$ cat config.mk
export PLATFORM = sky130hd
export DESIGN_NAME = bm_log_cell
export DESIGN_NICKNAME = d
export VERILOG_FILES = /design/src/hw/rtl/box_muller_gaussian_pair_unit_macros.svh /design/src/hw/rtl/bm_pkg.sv /design/src/hw/rtl/bm_log_cell.sv
export SDC_FILE = /design/constraint.sdc
export NUM_CORES = 2
export LEC_CHECK = 0
export BUFFER_PORTS_ARGS = -buffer_cell sky130_fd_sc_hd__clkbuf_2
export CORE_MARGIN = 2
export CORE_UTILIZATION = 35
export CTS_CLUSTER_DIAMETER = 30
export CTS_CLUSTER_SIZE = 10
export DETAILED_ROUTE_END_ITERATION = 16
export GPL_TIMING_DRIVEN = 0
export PLACE_DENSITY = 0.62
export RECOVER_POWER = 50
export SYNTH_ARGS = -nofsm -noshare
export SYNTH_HDL_FRONTEND = slang
export SYNTH_SLANG_ARGS = --single-unit
$ cat constraint.sdc
create_clock -name i_clk -period 10.45 [get_ports i_clk]
set_input_delay 0.5225 -clock i_clk [delete_from_list [all_inputs] [get_ports i_clk]]
set_output_delay 0.5225 -clock i_clk [all_outputs]
set_load 0.1 [all_outputs]
$ cat src/hw/rtl/box_muller_gaussian_pair_unit_macros.svh
// Assertion macros for the Gaussian pair unit.
// Used by the top level only; expects i_clk and i_rst_n in scope.
`ifndef BOX_MULLER_GAUSSIAN_PAIR_UNIT_MACROS_SVH
`define BOX_MULLER_GAUSSIAN_PAIR_UNIT_MACROS_SVH

// same-cycle implication, checked out of reset
`define BM_ASSERT_NOW(lbl, ante, cons) \
    lbl: assert property (@(posedge i_clk) disable iff (!i_rst_n) (ante) |-> (cons)) \
        else $error("%m: same-cycle check failed");

// next-cycle implication, checked out of reset
`define BM_ASSERT_NEXT(lbl, ante, cons) \
    lbl: assert property (@(posedge i_clk) disable iff (!i_rst_n) (ante) |=> (cons)) \
        else $error("%m: next-cycle check failed");

`endif

$ cat src/hw/rtl/bm_pkg.sv
// Package for the Gaussian pair unit: sizes, fixed-point constants,
// pipeline word types and the divide-by-constant helper. No dependencies.
package bm_pkg;

    localparam int UNIFORM_BITS_DEF = 32;
    localparam int UNI_W            = 32;
    localparam int LOG_FRAC         = 28;
    localparam int LOG_CELLS        = LOG_FRAC;
    localparam int SQRT_TOP         = 44;
    localparam int SQRT_CELLS       = SQRT_TOP / 2 + 1;
    localparam int TRIG_STAGES      = 8;
    localparam int EMIT_STAGES      = 2;
    localparam int CFG_IDX_W        = 1;

    localparam logic [CFG_IDX_W-1:0] CFG_MEAN   = 1'b0;
    localparam logic [CFG_IDX_W-1:0] CFG_SPREAD = 1'b1;

    localparam logic [30:0] TRIG_ONE       = 31'h4000_0000;
    localparam logic [30:0] TWO_LN2_Q30    = 31'd1488522236;
    localparam logic [31:0] QUARTER_PI_Q32 = 32'd3373259426;
    localparam logic [30:0] SPREAD_RESET   = 31'd65536;

    localparam logic [30:0] RCP_42 = 31'((64'd1 << 33) / 64'd42);
    localparam logic [30:0] RCP_56 = 31'((64'd1 << 33) / 64'd56);
    localparam logic [30:0] RCP_20 = 31'((64'd1 << 33) / 64'd20);
    localparam logic [30:0] RCP_30 = 31'((64'd1 << 33) / 64'd30);
    localparam logic [30:0] RCP_6  = 31'((64'd1 << 33) / 64'd6);
    localparam logic [30:0] RCP_12 = 31'((64'd1 << 33) / 64'd12);

    typedef struct packed {
        logic [31:0] m;
        logic [LOG_FRAC-1:0] frac;
        logic [4:0]  e;
        logic        inf;
        logic [29:0] x;
        logic [2:0]  oct;
    } t_log_word;

    typedef struct packed {
        logic [45:0] v;
        logic [46:0] res;
        logic        inf;
        logic [29:0] x;
        logic [2:0]  oct;
    } t_sqrt_word;

    typedef struct packed {
        logic [30:0] sv;
        logic [30:0] cv;
        logic        neg_s;
        logic        neg_c;
        logic        inf;
        logic [23:0] r;
    } t_trig_word;

    // floor(num / dvs) by reciprocal multiply and one correction step
    function automatic logic [30:0] div_const(input logic [30:0] num,
                                              input logic [30:0] rcp,
                                              input logic [5:0]  dvs);
        logic [61:0] prod;
        logic [30:0] q;
        logic [30:0] back;
        logic [30:0] rem;
        prod = 62'(num) * 62'(rcp);
        q    = 31'(prod[61:33]);
        back = 31'(37'(q) * 37'(dvs));
        rem  = num - back;
        if (rem >= 31'(dvs)) begin
            q = q + 31'd1;
        end
        return q;
    endfunction

endpackage

$ cat src/hw/rtl/bm_log_cell.sv
// One log2 fraction cell: square the mantissa, emit one fraction bit.
// Depends on bm_pkg.
module bm_log_cell import bm_pkg::*; (
    input  logic      i_clk,
    input  logic      i_en,
    input  t_log_word i_word,
    output t_log_word o_word
);
    logic [63:0] sq;
    logic [32:0] p;
    t_log_word   n_word;
    t_log_word   r_word;

    always_comb begin
        sq     = 64'(i_word.m) * 64'(i_word.m);
        p      = sq[63:31];
        n_word = i_word;
        n_word.frac = {i_word.frac[LOG_FRAC-2:0], p[32]};
        // renormalize to [1,2) when the square reached 2
        n_word.m    = p[32] ? p[32:1] : p[31:0];
    end

    always_ff @(posedge i_clk) begin
        if (i_en) begin
            r_word <= n_word;
        end
    end

    assign o_word = r_word;
endmodule

==> results_dict.tcl <==
set metrics [dict create \
    status "finished, violations left" \
    violations "capacitance limit, slew limit" \
    num_io_pins 200 \
    antenna_found_initial 11 \
    vias_per_cell 4.88 \
    cap_violations 2 \
    place.gp.congestion 0.993 \
    grt_setup_unrepaired "false" \
    fin_ws_ns 0.277 \
    maxSlewViolCount 102 \
    max_freq_mhz 98.3 \
    ys.flop_type "edfxtp_1" \
    final-setup-viol-count 0 \
    slew-limit-headroom -1.18 \
    fin_crit_ns 10.17 \
    synthesis.area_mm2 0.0324 \
    grt_max_degree 63 \
    nets 4673 \
    dr_total_vias 23100 \
    drt_first_pass_iters 5 \
    synth_cells 3282 \
    dr.first_iter.drc_count 1960 \
    cts_buffers 9 \
    largest_reg_flops 99 \
    crit_fanout 10 \
    port_buffers 194 \
    synth.avg_cell_area_um2 9.89 \
    hp-start "i_word[32]" \
    coreArea_mm2 0.0918 \
    grt_pass1_vias 25400 \
    end_kind "flop" \
    final.period_utilization 0.973 \
    ys_ff_latch 99 \
    n_fill_cell 9289 \
    routed_wl_um 101000 \
    wire_per_inst_um 21.3 \
    seq_area_frac_synth 0.0916 \
    pre_cts_slack_ns -0.535 \
    cp.required_ns 10.63 \
    hpwl_um 85000 \
    grt-ovfl-total 0 \
    cts.htree.levels 3 \
    start_kind "input pin" \
    critPathCapture "o_word[84]" \
    cts_tree "done" \
    drc 0 \
    ys_warn_count 0 \
    drive_gt1_frac 0.0689 \
    num_rows 111 \
    crit_type "in -> reg" \
    root_buffer "clkbuf_16" \
    grt.total_usage 0.219 \
    crit_start "i_word[75]" \
    cts_max_path_buffers 2 \
    hold_viol 0 \
    holdBufCountCts 0 \
    grt_first_pass_wirelength_um 154000 \
    drtAntennaViolNets 0 \
    synth-async-reset-ratio 0 \
    synth_edf_count 99 \
    min_path_type "in -> reg" \
    min_delay_path_depth 1 \
    dieHeight_um 308 \
    cts_sinks 99 \
    worst_pin_slew_ns 3.26 \
    syn_nets 4474 \
    dieArea_mm2 0.0951 \
    synth.distinct_cells 62 \
    arrival_ns 10.36 \
    start_util 0.353 \
    dieWidth_um 308 \
    area_growth_pct 8.57 \
    clkTransAtPathRegs_ns 0.07 \
]
==> metrics by stage <==
stage / util / hold WS, ns / TNS (ns) / cell area [µm²] / std cells
2_1_floorplan: - / 0.621 / 0 / 32400 / 3282
3_3_place_gp: 0.381 / 0.700 / -1.65 / 35000 / 4719
3_5_place_dp: 0.381 / 0.701 / -2.07 / 35000 / 4720
4_1_cts: 0.384 / 0.353 / 0 / 35200 / 4734
5_1_grt: 0.384 / 0.347 / 0 / 35200 / 4729
6_report: 0.384 / 0.361 / 0 / 35200 / 4729
==> worst max-delay path, cell delays in order <==
cell and delay, ns:
clkbuf_2 0.11, clkbuf_1 0.64, clkbuf_1 0.76, nand2_1 0.23, inv_1 0.13, fa_1 0.44, fa_1 0.56, inv_1 0.06
fa_1 0.55, fa_1 0.53, inv_1 0.06, fa_1 0.59, fa_1 0.44, fa_1 0.51, fa_1 0.49, ha_1 0.40
a21oi_1 0.11, o21ai_1 0.19, nor3_1 0.10, a2111oi_1 0.72, o21ai_0 0.53, a21oi_1 0.45, o311ai_1 0.18, mux2i_1 0.15
a2111oi_0 0.61, mux2_1 0.28
==> layer usage <==
layer  global-route usage  routed length, µm  vias up
met5                    0                  0        -
li1                     -                  -    10000
met1                0.295              40700    11900
met2                0.356              46900      922
met3               0.0377               8620      198
met4               0.0767               4400        0
==> how the worst min path moves through the flow <==
stage                       endpoint
final                     o_word[32]
after global routing       o_word[6]
after CTS                 o_word[32]
after detailed placement  o_word[32]
after global placement    o_word[14]
after floorplan            o_word[0]
==> cell usage in the layout (no fill, tap or decap), types with 40 or more instances in the layout <==
cell      instances
and2_1          227
ha_1            300
nand2_1         290
a21oi_1          67
fa_1            791
inv_1           978
clkbuf_2        197
nor2_1           54
edfxtp_1         99
clkbuf_1        104
xor2_1           40
==> timing repair <==
action                     4_1_cts  5_1_grt
buffers inserted                 0        0
setup endpoints to repair        2       31
gates resized for setup          2       27
cloned                           0        0
==> logic make-up after synthesis <==
family | synth area share
flops | 0.0916
buf+inv | 0.128
compound gates | 0.0454
mux | 0.00976
xor+xnor | 0.0202
simple gates | 0.101
fa+ha+maj | 0.604
==> synthesized netlist by cell type (all sizes together), types with 15 or more instances <==
master	number	area share
nand2	290	0.034
fa	791	0.49
and2	227	0.044
ha	300	0.12
xnor2	35	0.0094
nand3	16	0.0029
nor2b	15	0.0029
inv	978	0.11
a21o	34	0.0079
edfxtp	99	0.092
nor2	54	0.0062
mux2	21	0.0073
o21ai	40	0.0062
clkbuf	115	0.013
xor2	40	0.011
a31oi	15	0.0029
a21oi	67	0.010
==> cell type report <==
class	instances	area [µm²]	share of cell area
inverter	979	3670	0.104
clock buffer	10	229	0.00650
buffer	115	494	0.0140
sequential	99	2970	0.0844
clock inverter	5	21.3	0.000604
multi-input combinational	2082	25300	0.718
timing repair buffer	195	967	0.0275
antenna	1	2.50	0.0000710
tap	1243	1560	0.0442
Power is left out: the tool's default activity adds up to more than one toggle a clock period on the data nets, which glitch-free logic cannot reach.
