`src/hw/rtl/box_muller_gaussian_pair_unit_macros.svh`:
```
// Assertion macros for the Gaussian pair unit.
// Used by the top level only; expects i_clk and i_rst_n in scope.
`ifndef BOX_MULLER_GAUSSIAN_PAIR_UNIT_MACROS_SVH
`define BOX_MULLER_GAUSSIAN_PAIR_UNIT_MACROS_SVH

// same-cycle implication, checked out of reset
`define BM_ASSERT_NOW(lbl, ante, cons) \
    lbl: assert property (@(posedge i_clk) disable iff (!i_rst_n) (ante) |-> (cons)) \
        else $error("%m: same-cycle check failed");

// next-cycle implication, checked out of reset
`define BM_ASSERT_NEXT(lbl, ante, cons) \
    lbl: assert property (@(posedge i_clk) disable iff (!i_rst_n) (ante) |=> (cons)) \
        else $error("%m: next-cycle check failed");

`endif

```
`src/hw/rtl/bm_pkg.sv`:
```
// Package for the Gaussian pair unit: sizes, fixed-point constants,
// pipeline word types and the divide-by-constant helper. No dependencies.
package bm_pkg;

    localparam int UNIFORM_BITS_DEF = 32;
    localparam int UNI_W            = 32;
    localparam int LOG_FRAC         = 28;
    localparam int LOG_CELLS        = LOG_FRAC;
    localparam int SQRT_TOP         = 44;
    localparam int SQRT_CELLS       = SQRT_TOP / 2 + 1;
    localparam int TRIG_STAGES      = 8;
    localparam int EMIT_STAGES      = 2;
    localparam int CFG_IDX_W        = 1;

    localparam logic [CFG_IDX_W-1:0] CFG_MEAN   = 1'b0;
    localparam logic [CFG_IDX_W-1:0] CFG_SPREAD = 1'b1;

    localparam logic [30:0] TRIG_ONE       = 31'h4000_0000;
    localparam logic [30:0] TWO_LN2_Q30    = 31'd1488522236;
    localparam logic [31:0] QUARTER_PI_Q32 = 32'd3373259426;
    localparam logic [30:0] SPREAD_RESET   = 31'd65536;

    localparam logic [30:0] RCP_42 = 31'((64'd1 << 33) / 64'd42);
    localparam logic [30:0] RCP_56 = 31'((64'd1 << 33) / 64'd56);
    localparam logic [30:0] RCP_20 = 31'((64'd1 << 33) / 64'd20);
    localparam logic [30:0] RCP_30 = 31'((64'd1 << 33) / 64'd30);
    localparam logic [30:0] RCP_6  = 31'((64'd1 << 33) / 64'd6);
    localparam logic [30:0] RCP_12 = 31'((64'd1 << 33) / 64'd12);

    typedef struct packed {
        logic [31:0] m;
        logic [LOG_FRAC-1:0] frac;
        logic [4:0]  e;
        logic        inf;
        logic [29:0] x;
        logic [2:0]  oct;
    } t_log_word;

    typedef struct packed {
        logic [45:0] v;
        logic [46:0] res;
        logic        inf;
        logic [29:0] x;
        logic [2:0]  oct;
    } t_sqrt_word;

    typedef struct packed {
        logic [30:0] sv;
        logic [30:0] cv;
        logic        neg_s;
        logic        neg_c;
        logic        inf;
        logic [23:0] r;
    } t_trig_word;

    // floor(num / dvs) by reciprocal multiply and one correction step
    function automatic logic [30:0] div_const(input logic [30:0] num,
                                              input logic [30:0] rcp,
                                              input logic [5:0]  dvs);
        logic [61:0] prod;
        logic [30:0] q;
        logic [30:0] back;
        logic [30:0] rem;
        prod = 62'(num) * 62'(rcp);
        q    = 31'(prod[61:33]);
        back = 31'(37'(q) * 37'(dvs));
        rem  = num - back;
        if (rem >= 31'(dvs)) begin
            q = q + 31'd1;
        end
        return q;
    endfunction

endpackage

```
`src/hw/rtl/bm_emit.sv`:
```
// One output lane: scale radius by trig and sigma over two stages, then add
// the mean and clamp. Depends on bm_pkg.
module bm_emit import bm_pkg::*; (
    input  logic               i_clk,
    input  logic               i_en,
    input  logic [30:0]        i_trig,
    input  logic               i_neg,
    input  logic               i_inf,
    input  logic [23:0]        i_r,
    input  logic signed [31:0] i_mean,
    input  logic [30:0]        i_spread,
    output logic [31:0]        o_value,
    output logic               o_flag
);
    localparam logic signed [36:0] Max = 37'sd2147483647;
    localparam logic signed [36:0] Min = -37'sd2147483648;

    logic [54:0]        prod1;
    logic [54:0]        prod2;
    logic [23:0]        r1_m;
    logic               r1_neg, r1_inf, r1_tz;
    logic [34:0]        r2_mag;
    logic               r2_neg, r2_inf, r2_tz;
    logic signed [36:0] smag;
    logic signed [36:0] sum;

    always_comb begin
        prod1 = 55'(i_r) * 55'(i_trig);
        prod2 = 55'(i_spread) * 55'(r1_m);
    end

    always_ff @(posedge i_clk) begin
        if (i_en) begin
            r1_m   <= prod1[53:30];
            r1_neg <= i_neg;
            r1_inf <= i_inf;
            r1_tz  <= (i_trig == 31'd0);
            r2_mag <= prod2[54:20];
            r2_neg <= r1_neg;
            r2_inf <= r1_inf;
            r2_tz  <= r1_tz;
        end
    end

    always_comb begin
        smag    = r2_neg ? -$signed({2'b00, r2_mag}) : $signed({2'b00, r2_mag});
        sum     = 37'(i_mean) + smag;
        o_flag  = r2_inf;
        o_value = 32'(sum);
        if (r2_inf) begin
            // infinite radius: mean where the product vanishes, else the rail
            if (r2_tz || i_spread == 31'd0) begin
                o_value = i_mean;
            end else begin
                o_value = r2_neg ? 32'h8000_0000 : 32'h7FFF_FFFF;
            end
        end else if (sum > Max) begin
            o_value = 32'h7FFF_FFFF;
            o_flag  = 1'b1;
        end else if (sum < Min) begin
            o_value = 32'h8000_0000;
            o_flag  = 1'b1;
        end
    end
endmodule

```
`config.mk`:
```
export PLATFORM = sky130hd
export DESIGN_NAME = bm_emit
export DESIGN_NICKNAME = d
export VERILOG_FILES = /design/src/hw/rtl/box_muller_gaussian_pair_unit_macros.svh /design/src/hw/rtl/bm_pkg.sv /design/src/hw/rtl/bm_emit.sv
export SDC_FILE = /design/constraint.sdc
export NUM_CORES = 2
export LEC_CHECK = 0
export ABC_CLOCK_PERIOD_IN_PS = 17400
export BUFFER_PORTS_ARGS = -buffer_cell sky130_fd_sc_hd__buf_4
export CORE_MARGIN = 3
export CORE_UTILIZATION = 40
export DETAILED_ROUTE_END_ITERATION = 12
export PLACE_DENSITY_LB_ADDON = 0.05
export SETUP_SLACK_MARGIN = 0.4
export SYNTH_ARGS = -nofsm -noshare
export SYNTH_HDL_FRONTEND = slang
export SYNTH_SLANG_ARGS = --single-unit
export TNS_END_PERCENT = 50
```
`constraint.sdc`:
```
create_clock -name i_clk -period 17.4 [get_ports i_clk]
set_input_delay 3.48 -clock i_clk [delete_from_list [all_inputs] [get_ports i_clk]]
set_output_delay 3.48 -clock i_clk [all_outputs]
set_load 0.1 [all_outputs]
```
==> metrics <==
startpoint of the lowest-slack hold path=r1_tz; synthesized netlist net count=7565; maximum number of pins on one net before global-route repair=54; via count=37300; number of design rule violations left after detail routing=0; Worst Path Class, Setup=input pin to primary output; maximum count of clock buffers along a single path=2; total placed cells including tap cells=7337; routed vias/inst=5.08; leading cell type in the layout, fill and taps excluded=sky130_fd_sc_hd__inv_1; cell area after placement=0.0541 mm²; Port Buffer Count=154; Setup Fix Bufs, Post-CTS=0; total of max-cap violations=0; Slew @ Worst Pin=1.06 ns; synth warn=0; Hold Violations, Final=0; CTS tree=done; number of fillers in the final layout=13000; status=complete, no violations; core area=0.128 mm²; critical path cell sequence=buf_4, ha_1, inv_1, fa_1, nand2b_1, a21oi_1, o221a_2, a41oi_1, a2111oi_0, or3_1, and4b_1, nand3_1, o22ai_2, buf_4, a22o_1, buf_4; Relative slew margins=0.289; Post-synth EDFFs=65; Final Max Tran Viols=0; nature of the critical path startpoint=input pin; reg-to-reg critical path endpoint=r2_mag[24]; CP most frequent cell=sky130_fd_sc_hd__buf_4; placed wire-length estimate=117000 µm; delay of the slowest cell on the worst path=0.85 ns; final routed wirelength across all metal layers=156000 µm; CTS root buf=sky130_fd_sc_hd__clkbuf_16; synthesized instance count=5787; non-filler cells, final=7355; number of global-route vias before repair=41200; syn_area_per_cell=8.93 µm²; internal reg-to-reg setup slack=9.04 ns; net count of the finished layout=7464; CP required=13.92 ns; post-synthesis async set-or-reset flop share=0; post-route cell area=0.0544 mm²; post-cts sizing count=0; setup tns final=0 ns; height of the chip=365 µm; DIE AREA=0.134 mm²; highest net fanout along the worst path=22; initial core utilization=0.404; total routing usage reported by global routing=0.243; worst reg2reg startpoint=r1_m[0]; die width=365 µm; placer's final routability congestion estimate=0.846; total CTS buffers=9; GR Overflow Total=0; clock slew at the register clock pins of the worst setup and hold paths=0.07 ns; wire per inst=21.2 µm; unrepaired setup endpoints after global routing=no; hold-fix buffers at CTS=0; path class of the lowest-slack min-delay path=flip-flop to flip-flop; number of levels in the clock H-tree=3; Sink Count=65; boundary pin count=155; sequential element share of the synthesized area=0.0378; ANT nets after route=0; worst path arrival time=8.03 ns; synth unique cells=67; highest attainable clock frequency=86.9 MHz; final worst clock skew=0.0111 ns; Rows=131; Worst setup EP type=primary output; first-pass detailed-route iteration total=5; part of the cycle the worst path needs=0.661; register bit count reported by yosys=65; Worst Reg-to-Reg Cells=24; proportion of layout cells with a drive suffix above 1=0.0392; crit path time final=11.51 ns; Main synth FF type=sky130_fd_sc_hd__edfxtp_1; signed area change from the synthesized netlist to the final layout=5.27%; clock latency of the later-clocked register in the worst-skew pair=0.38 ns; number of failing setup endpoints in the final timing report=0; initial antenna violation count=3; First DRT Iteration DRCs=2065; first-pass GRT wire length=248000 µm; post-synthesis instance area=0.0517 mm²; cell count of the worst hold path=0; highest-count cells in the layout ignoring fill and taps=sky130_fd_sc_hd__inv_1 (1398), sky130_fd_sc_hd__fa_1 (1270), sky130_fd_sc_hd__nand2_1 (838); hold path endpoint=r2_tz; slowest stage cell, crit path=sky130_fd_sc_hd__a2111oi_0
[synth_stat cells (39+ instances only)]
library cell,number,area share
sky130_fd_sc_hd__xor2_1,39,0.0066
sky130_fd_sc_hd__fa_1,1270,0.49
sky130_fd_sc_hd__o21ai_0,76,0.0074
sky130_fd_sc_hd__clkbuf_1,300,0.022
sky130_fd_sc_hd__a21oi_1,106,0.010
sky130_fd_sc_hd__inv_1,1398,0.10
sky130_fd_sc_hd__nor2_1,59,0.0043
sky130_fd_sc_hd__ha_1,386,0.093
sky130_fd_sc_hd__edfxtp_1,65,0.038
sky130_fd_sc_hd__and2_1,734,0.089
sky130_fd_sc_hd__xnor2_1,92,0.016
sky130_fd_sc_hd__a21o_1,73,0.011
sky130_fd_sc_hd__nand2_1,838,0.061
[how the worst max path moves through the flow]
stage	from	endpoint	slack [ns]	cells after the start
final	i_mean[0]	o_value[29]	5.89	16
after floorplan	i_mean[5]	o_flag	6.51	11
after global routing	i_mean[0]	o_value[29]	5.74	16
after CTS	i_mean[0]	o_value[29]	5.94	16
after detailed placement	i_mean[0]	o_value[29]	5.96	16
after global placement	i_mean[0]	o_value[29]	5.91	16
[registers in the layout, summed over array words and instances, names as in the netlist]
name    count
r2_neg      1
r1_neg      1
r2_mag     35
r1_inf      1
r2_inf      1
r2_tz       1
r1_tz       1
r1_m       24
[worst max-delay path: cells and delay by family]
family                   cells  cell delay [ns]
AO/OA/AOI/OAI                6             2.34
adder cells (fa/ha/maj)      2             0.64
buffers and inverters        4             0.84
AND/OR/NAND/NOR              4             0.72
[cells by family after synthesis]
logic type | Yosys count | synth area share
xor+xnor | 131 | 0.0222
mux | 2 | 0.000387
flops | 65 | 0.0378
fa+ha+maj | 1656 | 0.586
buf+inv | 1699 | 0.123
compound gates | 427 | 0.0557
simple gates | 1807 | 0.175
[metrics by stage]
step	util	hold WS [ns]	worst slack [ns]
CTS	0.425	0.423	5.94
finish	0.425	0.422	5.89
floorplan	-	0.400	6.51
global placement	0.423	0.403	5.91
detailed placement	0.423	0.406	5.96
global route	0.425	0.438	5.74
[routing by layer]
layer / up-vias / global-route usage / share of wire
met5: - / 0 / 0
met4: 0 / 0.0376 / 0.013
li1: 16800 / - / -
met1: 19700 / 0.339 / 0.46
met3: 119 / 0.0158 / 0.034
met2: 700 / 0.423 / 0.50
[final cells by class]
type                    instances  area (µm²)  share of cell area
inverters                    1398        5250              0.0965
diodes                          2        5.00           0.0000920
flip-flops and latches         65        1950              0.0359
well taps                    1662        2080              0.0382
repair buffers                189        1420              0.0261
clock buffers                   9         225             0.00414
clock inverters                 7         100             0.00184
multi-input cells            4023       43400               0.797
Power is not shown: default switching activity piles up to over one toggle a cycle in this logic, so the estimate is an artifact.
