File: src/hw/rtl/box_muller_gaussian_pair_unit_macros.svh
// Assertion macros for the Gaussian pair unit.
// Used by the top level only; expects i_clk and i_rst_n in scope.
`ifndef BOX_MULLER_GAUSSIAN_PAIR_UNIT_MACROS_SVH
`define BOX_MULLER_GAUSSIAN_PAIR_UNIT_MACROS_SVH

// same-cycle implication, checked out of reset
`define BM_ASSERT_NOW(lbl, ante, cons) \
    lbl: assert property (@(posedge i_clk) disable iff (!i_rst_n) (ante) |-> (cons)) \
        else $error("%m: same-cycle check failed");

// next-cycle implication, checked out of reset
`define BM_ASSERT_NEXT(lbl, ante, cons) \
    lbl: assert property (@(posedge i_clk) disable iff (!i_rst_n) (ante) |=> (cons)) \
        else $error("%m: next-cycle check failed");

`endif

File: src/hw/rtl/bm_pkg.sv
// Package for the Gaussian pair unit: sizes, fixed-point constants,
// pipeline word types and the divide-by-constant helper. No dependencies.
package bm_pkg;

    localparam int UNIFORM_BITS_DEF = 32;
    localparam int UNI_W            = 32;
    localparam int LOG_FRAC         = 28;
    localparam int LOG_CELLS        = LOG_FRAC;
    localparam int SQRT_TOP         = 44;
    localparam int SQRT_CELLS       = SQRT_TOP / 2 + 1;
    localparam int TRIG_STAGES      = 8;
    localparam int EMIT_STAGES      = 2;
    localparam int CFG_IDX_W        = 1;

    localparam logic [CFG_IDX_W-1:0] CFG_MEAN   = 1'b0;
    localparam logic [CFG_IDX_W-1:0] CFG_SPREAD = 1'b1;

    localparam logic [30:0] TRIG_ONE       = 31'h4000_0000;
    localparam logic [30:0] TWO_LN2_Q30    = 31'd1488522236;
    localparam logic [31:0] QUARTER_PI_Q32 = 32'd3373259426;
    localparam logic [30:0] SPREAD_RESET   = 31'd65536;

    localparam logic [30:0] RCP_42 = 31'((64'd1 << 33) / 64'd42);
    localparam logic [30:0] RCP_56 = 31'((64'd1 << 33) / 64'd56);
    localparam logic [30:0] RCP_20 = 31'((64'd1 << 33) / 64'd20);
    localparam logic [30:0] RCP_30 = 31'((64'd1 << 33) / 64'd30);
    localparam logic [30:0] RCP_6  = 31'((64'd1 << 33) / 64'd6);
    localparam logic [30:0] RCP_12 = 31'((64'd1 << 33) / 64'd12);

    typedef struct packed {
        logic [31:0] m;
        logic [LOG_FRAC-1:0] frac;
        logic [4:0]  e;
        logic        inf;
        logic [29:0] x;
        logic [2:0]  oct;
    } t_log_word;

    typedef struct packed {
        logic [45:0] v;
        logic [46:0] res;
        logic        inf;
        logic [29:0] x;
        logic [2:0]  oct;
    } t_sqrt_word;

    typedef struct packed {
        logic [30:0] sv;
        logic [30:0] cv;
        logic        neg_s;
        logic        neg_c;
        logic        inf;
        logic [23:0] r;
    } t_trig_word;

    // floor(num / dvs) by reciprocal multiply and one correction step
    function automatic logic [30:0] div_const(input logic [30:0] num,
                                              input logic [30:0] rcp,
                                              input logic [5:0]  dvs);
        logic [61:0] prod;
        logic [30:0] q;
        logic [30:0] back;
        logic [30:0] rem;
        prod = 62'(num) * 62'(rcp);
        q    = 31'(prod[61:33]);
        back = 31'(37'(q) * 37'(dvs));
        rem  = num - back;
        if (rem >= 31'(dvs)) begin
            q = q + 31'd1;
        end
        return q;
    endfunction

endpackage

File: src/hw/rtl/bm_sqrt_cell.sv
// One restoring square-root cell: try one result bit, subtract if it fits.
// Depends on bm_pkg.
module bm_sqrt_cell import bm_pkg::*; #(
    parameter int INDEX = 0
) (
    input  logic       i_clk,
    input  logic       i_en,
    input  t_sqrt_word i_word,
    output t_sqrt_word o_word
);
    localparam int          Shift = SQRT_TOP - 2 * INDEX;
    localparam logic [46:0] Bit   = 47'(1) << Shift;

    logic [46:0] trial;
    t_sqrt_word  n_word;
    t_sqrt_word  r_word;

    always_comb begin
        trial  = i_word.res + Bit;
        n_word = i_word;
        if ({1'b0, i_word.v} >= trial) begin
            n_word.v   = 46'({1'b0, i_word.v} - trial);
            n_word.res = (i_word.res >> 1) + Bit;
        end else begin
            n_word.res = i_word.res >> 1;
        end
    end

    always_ff @(posedge i_clk) begin
        if (i_en) begin
            r_word <= n_word;
        end
    end

    assign o_word = r_word;
endmodule

File: config.mk
export PLATFORM = sky130hd
export DESIGN_NAME = bm_sqrt_cell
export DESIGN_NICKNAME = d
export VERILOG_FILES = /design/src/hw/rtl/box_muller_gaussian_pair_unit_macros.svh /design/src/hw/rtl/bm_pkg.sv /design/src/hw/rtl/bm_sqrt_cell.sv
export SDC_FILE = /design/constraint.sdc
export NUM_CORES = 1
export LEC_CHECK = 0
export BUFFER_PORTS_ARGS = -buffer_cell sky130_fd_sc_hd__buf_4
export CORE_ASPECT_RATIO = 1.5
export CORE_MARGIN = 5
export CORE_UTILIZATION = 51
export DETAILED_ROUTE_END_ITERATION = 8
export PLACE_DENSITY = 0.9
export SETUP_SLACK_MARGIN = 0.5
export SYNTH_ARGS = -nofsm -noshare
export SYNTH_HDL_FRONTEND = slang
export SYNTH_SLANG_ARGS = --single-unit
File: constraint.sdc
create_clock -name i_clk -period 4.8 [get_ports i_clk]
set_input_delay 0.96 -clock i_clk [delete_from_list [all_inputs] [get_ports i_clk]]
set_output_delay 0.96 -clock i_clk [all_outputs]
set_load 0.05 [all_outputs]
==> impl_results.md, run 1 <==
* CP top delay family: simple AND/OR/NAND/NOR gates
* Post-Synthesis Cells at 667
* Root buf cell: clkbuf_16
* Antenna violations before repair at 0
* Reg area at 3810 µm²
* Critical path capture point type: register
* Pre-CTS setup slack at 278 ps
* Starting Density at roughly 50%
* Area of the multi-input gates at 3270 µm²
* CTS buffer count at 17
* Hold Fails Final Rpt at 0
* 1st-iter DRT viols at between 300 and 400
* Antenna viol nets, final at 0
* Filler instances at 1049
* Htree depth at 4
* Most common cell after layout, fill and taps aside: buf_4
* Worst EP required at 4960 ps
* GRT Total Usage at 24.1%
* Full die area at around 17000 µm²
* CTS tree: built
* Synth Flop Type: edfxtp_1
* Nets at between 1000 and 1500
* Die W at 109 µm
* Max FO, Critical Path at 49
* CTS Hold Bufs at 0
* Max reg flops at 127
* # resized after CTS at 0
* Synth top area cells: edfxtp_1, ha_1, mux2_2
* CP arrival at ~4300 ps
* EDFF count, synth at ~130
* Drt total wl at ~21000 µm
* N_diodes at 0
* Port buffer count at 255
* # clock sinks at 127
* Wire per inst at ~19 µm
* Vias at 6277
* Max-slew violations at 0
* Status: completed
* Layout area overhead at 35.9%
* Largest net degree at the start of global routing at 76
* Ratio of cells with drive above 1 in the final layout at 36.4%
* Total core area at 14500 µm²
* Max stage delay cell, worst path: or4_1
* Critical Path Max Stage Delay at between 600 and 700 ps
* CP Cell Sequence: buf_4 -> inv_1 -> ha_1 -> nand4_1 -> or4_1 -> nor4_1 -> a311oi_1 -> o221ai_1 -> a31oi_1 -> or3_2 -> buf_4 -> mux2_2
* # setup viols final at 0
* CP Buf/Inv Count at 3
* Unique cell type count in the Yosys netlist at 58
* Syn Area/Cell at roughly 11 µm²
* Tcrit/Tclk final at 86.3%
* CP Class: input port to register
* Pwr/cell area at between 300 and 400 nW/µm²
* Leading area contributor after synthesis: edfxtp_1
* Chip Height at 158 µm
* Pleak at between 4 and 5 nW
* Max-Slew Margin vs Limit at 51.0%
* HPWL after DPL at 15900 µm
* Setup WS post-layout at 658 ps
* Global-route wire length before repair at 32000 µm
* RSZ-0062 raised after global routing: no
* FP Rows at 54
* Worst-Margin Slew at 735 ps
* Worst setup SP type: input port
* Worst hold path type: input port to register
* Drt first pass iters at 5
* Critical Path Most Common Cell: buf_4
* Post-synth ARST share at 0%
* Worst VDD drop at 0.257 mV
* Register area share after synthesis at 51.2%
* Max Clock Freq at 241 MHz
* FF+latch count, synth at 127
* Vias/cell at 5.58
* GP Congestion at 0.917
* Final Critical Period at 4140 ps
* Vias in the first global route at 6394
* Ys Warns at 0
* Post-CTS Setup Bufs at 0
* Synthesized cell area at 7450 µm²
* Post-synth top area share at 51.2%
* # IOs at between 200 and 300
* Most frequent cells in the layout: buf_4, edfxtp_1, inv_1
* DRC Markers at 0
* Max-Cap Viols at 0
* Global route overflow at 0
* CTS clk-pin slew, worst paths at 60 ps
* Setup tns final at 0 ps
* CTS Buffer Depth at 2
* Post-Syn Nets at between 800 and 900
synth_stat cells, drive strengths merged, types with 3 or more instances:
master	count
a211oi	3
inv	62
and2	4
buf	7
edfxtp	127
a31oi	4
clkbuf	21
nand3	13
a221oi	6
nor3	11
a21oi	55
xor2	12
nand4	16
a21o	19
o21ai	35
or3	4
ha	48
mux2	45
nor2b	4
nand2	45
a21boi	3
and3	5
nor2	37
xnor2	27
mux2i	3
nor4	4
o211ai	5
nand2b	3
o21bai	10
power breakdown:
| part | switching (W) | total (W) | internal, W |
|---|---|---|---|
| combinational | 0.000763 | 0.00119 | 0.000423 |
| sequential | 0.0000314 | 0.00138 | 0.00135 |
| clock | 0.000514 | 0.00134 | 0.000828 |
final timing paths:
| check | start | end | slack (ps) | cells past startpoint |
|---|---|---|---|---|
| worst max-delay path | i_word[67] | o_word[104]$_DFFE_PP_ | 660 | 12 |
| worst min-delay path | i_word[4] | o_word[4]$_DFFE_PP_ | 720 | 1 |
routing by layer:
layer	vias to the layer above	global-route usage, %	share of wire, %
li1	2965	-	-
met1	2951	24.7	34
met2	317	46.0	56
met3	44	5.96	7.5
met4	0	9.45	2.4
met5	-	0	0
area by class of cell:
cell class | count | area share [%]
inverter | 62 | 2.30
timing repair buffer | 257 | 19.2
multi-input combinational | 450 | 32.4
clock buffer | 18 | 4.24
tap | 196 | 2.42
sequential | 127 | 37.7
clock inverter | 14 | 1.81
stage by stage:
step	hold WS, ps	total power [W]	utilization (%)	std cells	instance area (µm²)
after floorplan	1060	0.00220	-	667	7450
after global placement	1140	0.00255	65.8	1092	9510
after detailed placement	1140	0.00258	65.8	1092	9510
after CTS	708	0.00393	70.0	1124	10100
after global routing	700	0.00406	70.0	1124	10100
final	721	0.00391	70.0	1124	10100
kinds of logic (layout without fill, tap and decap cells):
kind of cell             count (synthesis)  count (layout)  synth area share [%]
multiplexers                            48              48                  7.46
AND/OR/NAND/NOR                        152             152                  9.78
buffers and inverters                   90             351                  4.82
AO/OA/AOI/OAI                          162             162                  13.8
adder cells (fa/ha/maj)                 49              49                  8.33
flip-flops                             127             127                  51.2
XOR/XNOR                                39              39                  4.59
Note: power is estimated with default switching activity, not from simulation.
==> run 2: changes to the inputs <==
ABC_AREA = 1   (was default)
CORE_UTILIZATION = 53   (was 51)
PLACE_DENSITY = 0.91   (was 0.9)
==> impl_results.md, run 2 <==
* Status: completed
* Wire per inst at 18.1 µm
* N_diodes at 0
* Vias at ~8600
* CTS buffer count at 17
* Metal-1 WL at 10100 µm
* Post-synth ARST share at 0%
* Synth Flop Type: edfxtp_1
* FP Rows at 57
* Drt first pass iters at 5
* HPWL after DPL at 23600 µm
* Adder-cell area share of the yosys netlist at 7.24%
* Multiplexer share of the synthesized area at 0%
* Fraction of the mapped netlist area in compound gates at 2.54%
* Syn Area/Cell at 7.34 µm²
* Synthesized cell area at between 8000 and 9000 µm²
* Post-Layout Cell Count at approximately 1700
* EDFF count, synth at 127
* # resized after CTS at 0
* Register area share after synthesis at 44.5%
* Top sig layer: met4
* CP Buf/Inv Count at 3
* Setup tns final at 0 ps
* GRT Total Usage at 30.9%
* Total core area at between 15000 and 20000 µm²
* Pwr/cell area at roughly 360 nW/µm²
* Max-Slew Margin vs Limit at between 30 and 40%
* Antenna viol nets, final at 0
* Leading area contributor after synthesis: edfxtp_1
* Metal3 WL at 1810 µm
* Vias in the first global route at 8731
* Die W at 114 µm
* Worst-Margin Slew at 1040 ps
* Post-CTS Setup Bufs at 0
* Filler instances at 1268
* Max FO, Critical Path at 48
* Pleak at around 6.1 nW
* CP Cell Sequence: buf_4 -> inv_1 -> ha_1 -> a21oi_1 -> nand2_1 -> nand2_1 -> nand2_2 -> nand2_1 -> nand2_2 -> nand2_2 -> nand2_2 -> nand2_2 -> nand2_2 -> inv_2 -> nand2_1 -> nand2_1
* Starting Density at 53.5%
* Max-Cap Viols at 0
* Worst VDD drop at 0.248 mV
* RSZ-0062 raised after global routing: no
* CP top delay family: simple AND/OR/NAND/NOR gates
* 1st-iter DRT viols at 511
* Ys Warns at 0
* Most frequent cells in the layout: nand2_1, buf_4, inv_1
* CTS tree: built
* CTS Buffer Depth at 2
* Vias/cell at 5.18
* Largest net degree at the start of global routing at 76
* GP Congestion at 0.932
* Worst hold path type: input port to register
* CP arrival at 3910 ps
* Antenna violations before repair at 0
* Top cells by count, synth: nand2_1, inv_1, edfxtp_1, nor2_1, nand3_1
* Post-synth top area share at 44.5%
* Worst setup SP type: input port
* CP Class: input port to register
* Post-Syn Nets at 1346
* Root buf cell: clkbuf_16
* Post-Synthesis Cells at ~1200
* Global-route wire length before repair at 45100 µm
* Synth top area cells: edfxtp_1, nand2_1, inv_1
* Unique cell type count in the Yosys netlist at 24
* Met2 wire length at 16300 µm
* Nets at between 1500 and 2000
* Post-Synth Simple-Gate Area at 31.2%
* Most common cell in the synthesized netlist: nand2_1
* Max-slew violations at 0
* Largest family of logic cells by synthesized area: simple AND/OR/NAND/NOR gates
* Max Clock Freq at between 200 and 300 MHz
* Reg area at 3810 µm²
* Chip Height at 166 µm
* Most common cell after layout, fill and taps aside: nand2_1
* Critical Path Most Common Cell: nand2_2
* Max stage delay cell, worst path: inv_2
* # placed instances at 1621
* Hold Fails Final Rpt at 0
* Critical path capture point type: register
* Worst EP required at 5080 ps
* CTS Hold Bufs at 0
* # setup viols final at 0
* Ratio of cells with drive above 1 in the final layout at between 20% and 30%
* Xor and xnor area share after synthesis at 2.45%
* Area of the multi-input gates at 3730 µm²
* Port buffer count at about 260
* Layout area overhead at 31.3%
* Full die area at 18900 µm²
* Global route overflow at 0
* Htree depth at 4
* Final Critical Period at 3630 ps
* Critical Path Max Stage Delay at 820 ps
* DRC Markers at 0
* Max reg flops at approximately 130
* Drt total wl at 29900 µm
* FF+latch count, synth at 127
* # clock sinks at 127
* Tcrit/Tclk final at 75.6%
* # IOs at 256
* CTS clk-pin slew, worst paths at 70 ps
run 2: changes by cell type after synthesis, moves of 11 or more:
cell / delta
nand2_1: +438
inv_1: +188
nand3_1: +46
nor2_1: +41
mux2_2: -40
o21ai_0: -32
xnor2_1: -26
a21oi_1: -24
clkbuf_1: -21
a21o_1: -19
nand2_2: +14
xor2_1: +11
run 2: path summary, 6_finish.rpt:
| check | from | endpoint | slack (ps) | cells after the start |
|---|---|---|---|---|
| hold / removal | i_word[6] | o_word[6]$_DFFE_PP_ | 710 | 1 |
| setup / recovery | i_word[36] | o_word[96]$_DFFE_PP_ | 1170 | 16 |
run 2: area by class of cell:
cell class,instances,area share (%)
clock buffer,18,3.81
clock inverter,14,1.28
inverter,253,8.44
multi-input combinational,777,33.1
sequential,127,33.9
tap,206,2.29
timing repair buffer,258,17.2
run 2: cells by family (layout without fill, tap and decap cells):
| family | after synthesis | in the layout |
|---|---|---|
| AND/OR/NAND/NOR | 664 | 664 |
| AO/OA/AOI/OAI | 40 | 40 |
| adder cells (fa/ha/maj) | 49 | 49 |
| XOR/XNOR | 24 | 24 |
| buffers and inverters | 264 | 543 |
| flip-flops | 127 | 127 |
run 2: metal layers:
layer / vias to the layer above / track usage [%]
met1: 3898 / 31.3
li1: 4127 / -
met4: 0 / 16.6
met3: 112 / 4.63
met2: 426 / 59.1
met5: - / 0
run 2: where the power goes:
part | switching (W) | internal, W
Clock | 0.000575 | 0.000732
Sequential | 0.0000353 | 0.00136
Combinational | 0.000923 | 0.000391
Total | 0.00153 | 0.00248
run 2: through the flow:
step           hold WS (ps)  power (W)  setup slack [ps]  utilization [%]  instance area (µm²)
2_1_floorplan          1060    0.00226              2040                -                 8580
3_3_place_gp           1140    0.00267               958             66.6                10700
3_5_place_dp           1140    0.00271               814             66.6                10700
4_1_cts                 706    0.00401              1220             70.2                11300
5_1_grt                 701    0.00417               937             70.2                11300
6_report                707    0.00401              1170             70.2                11300
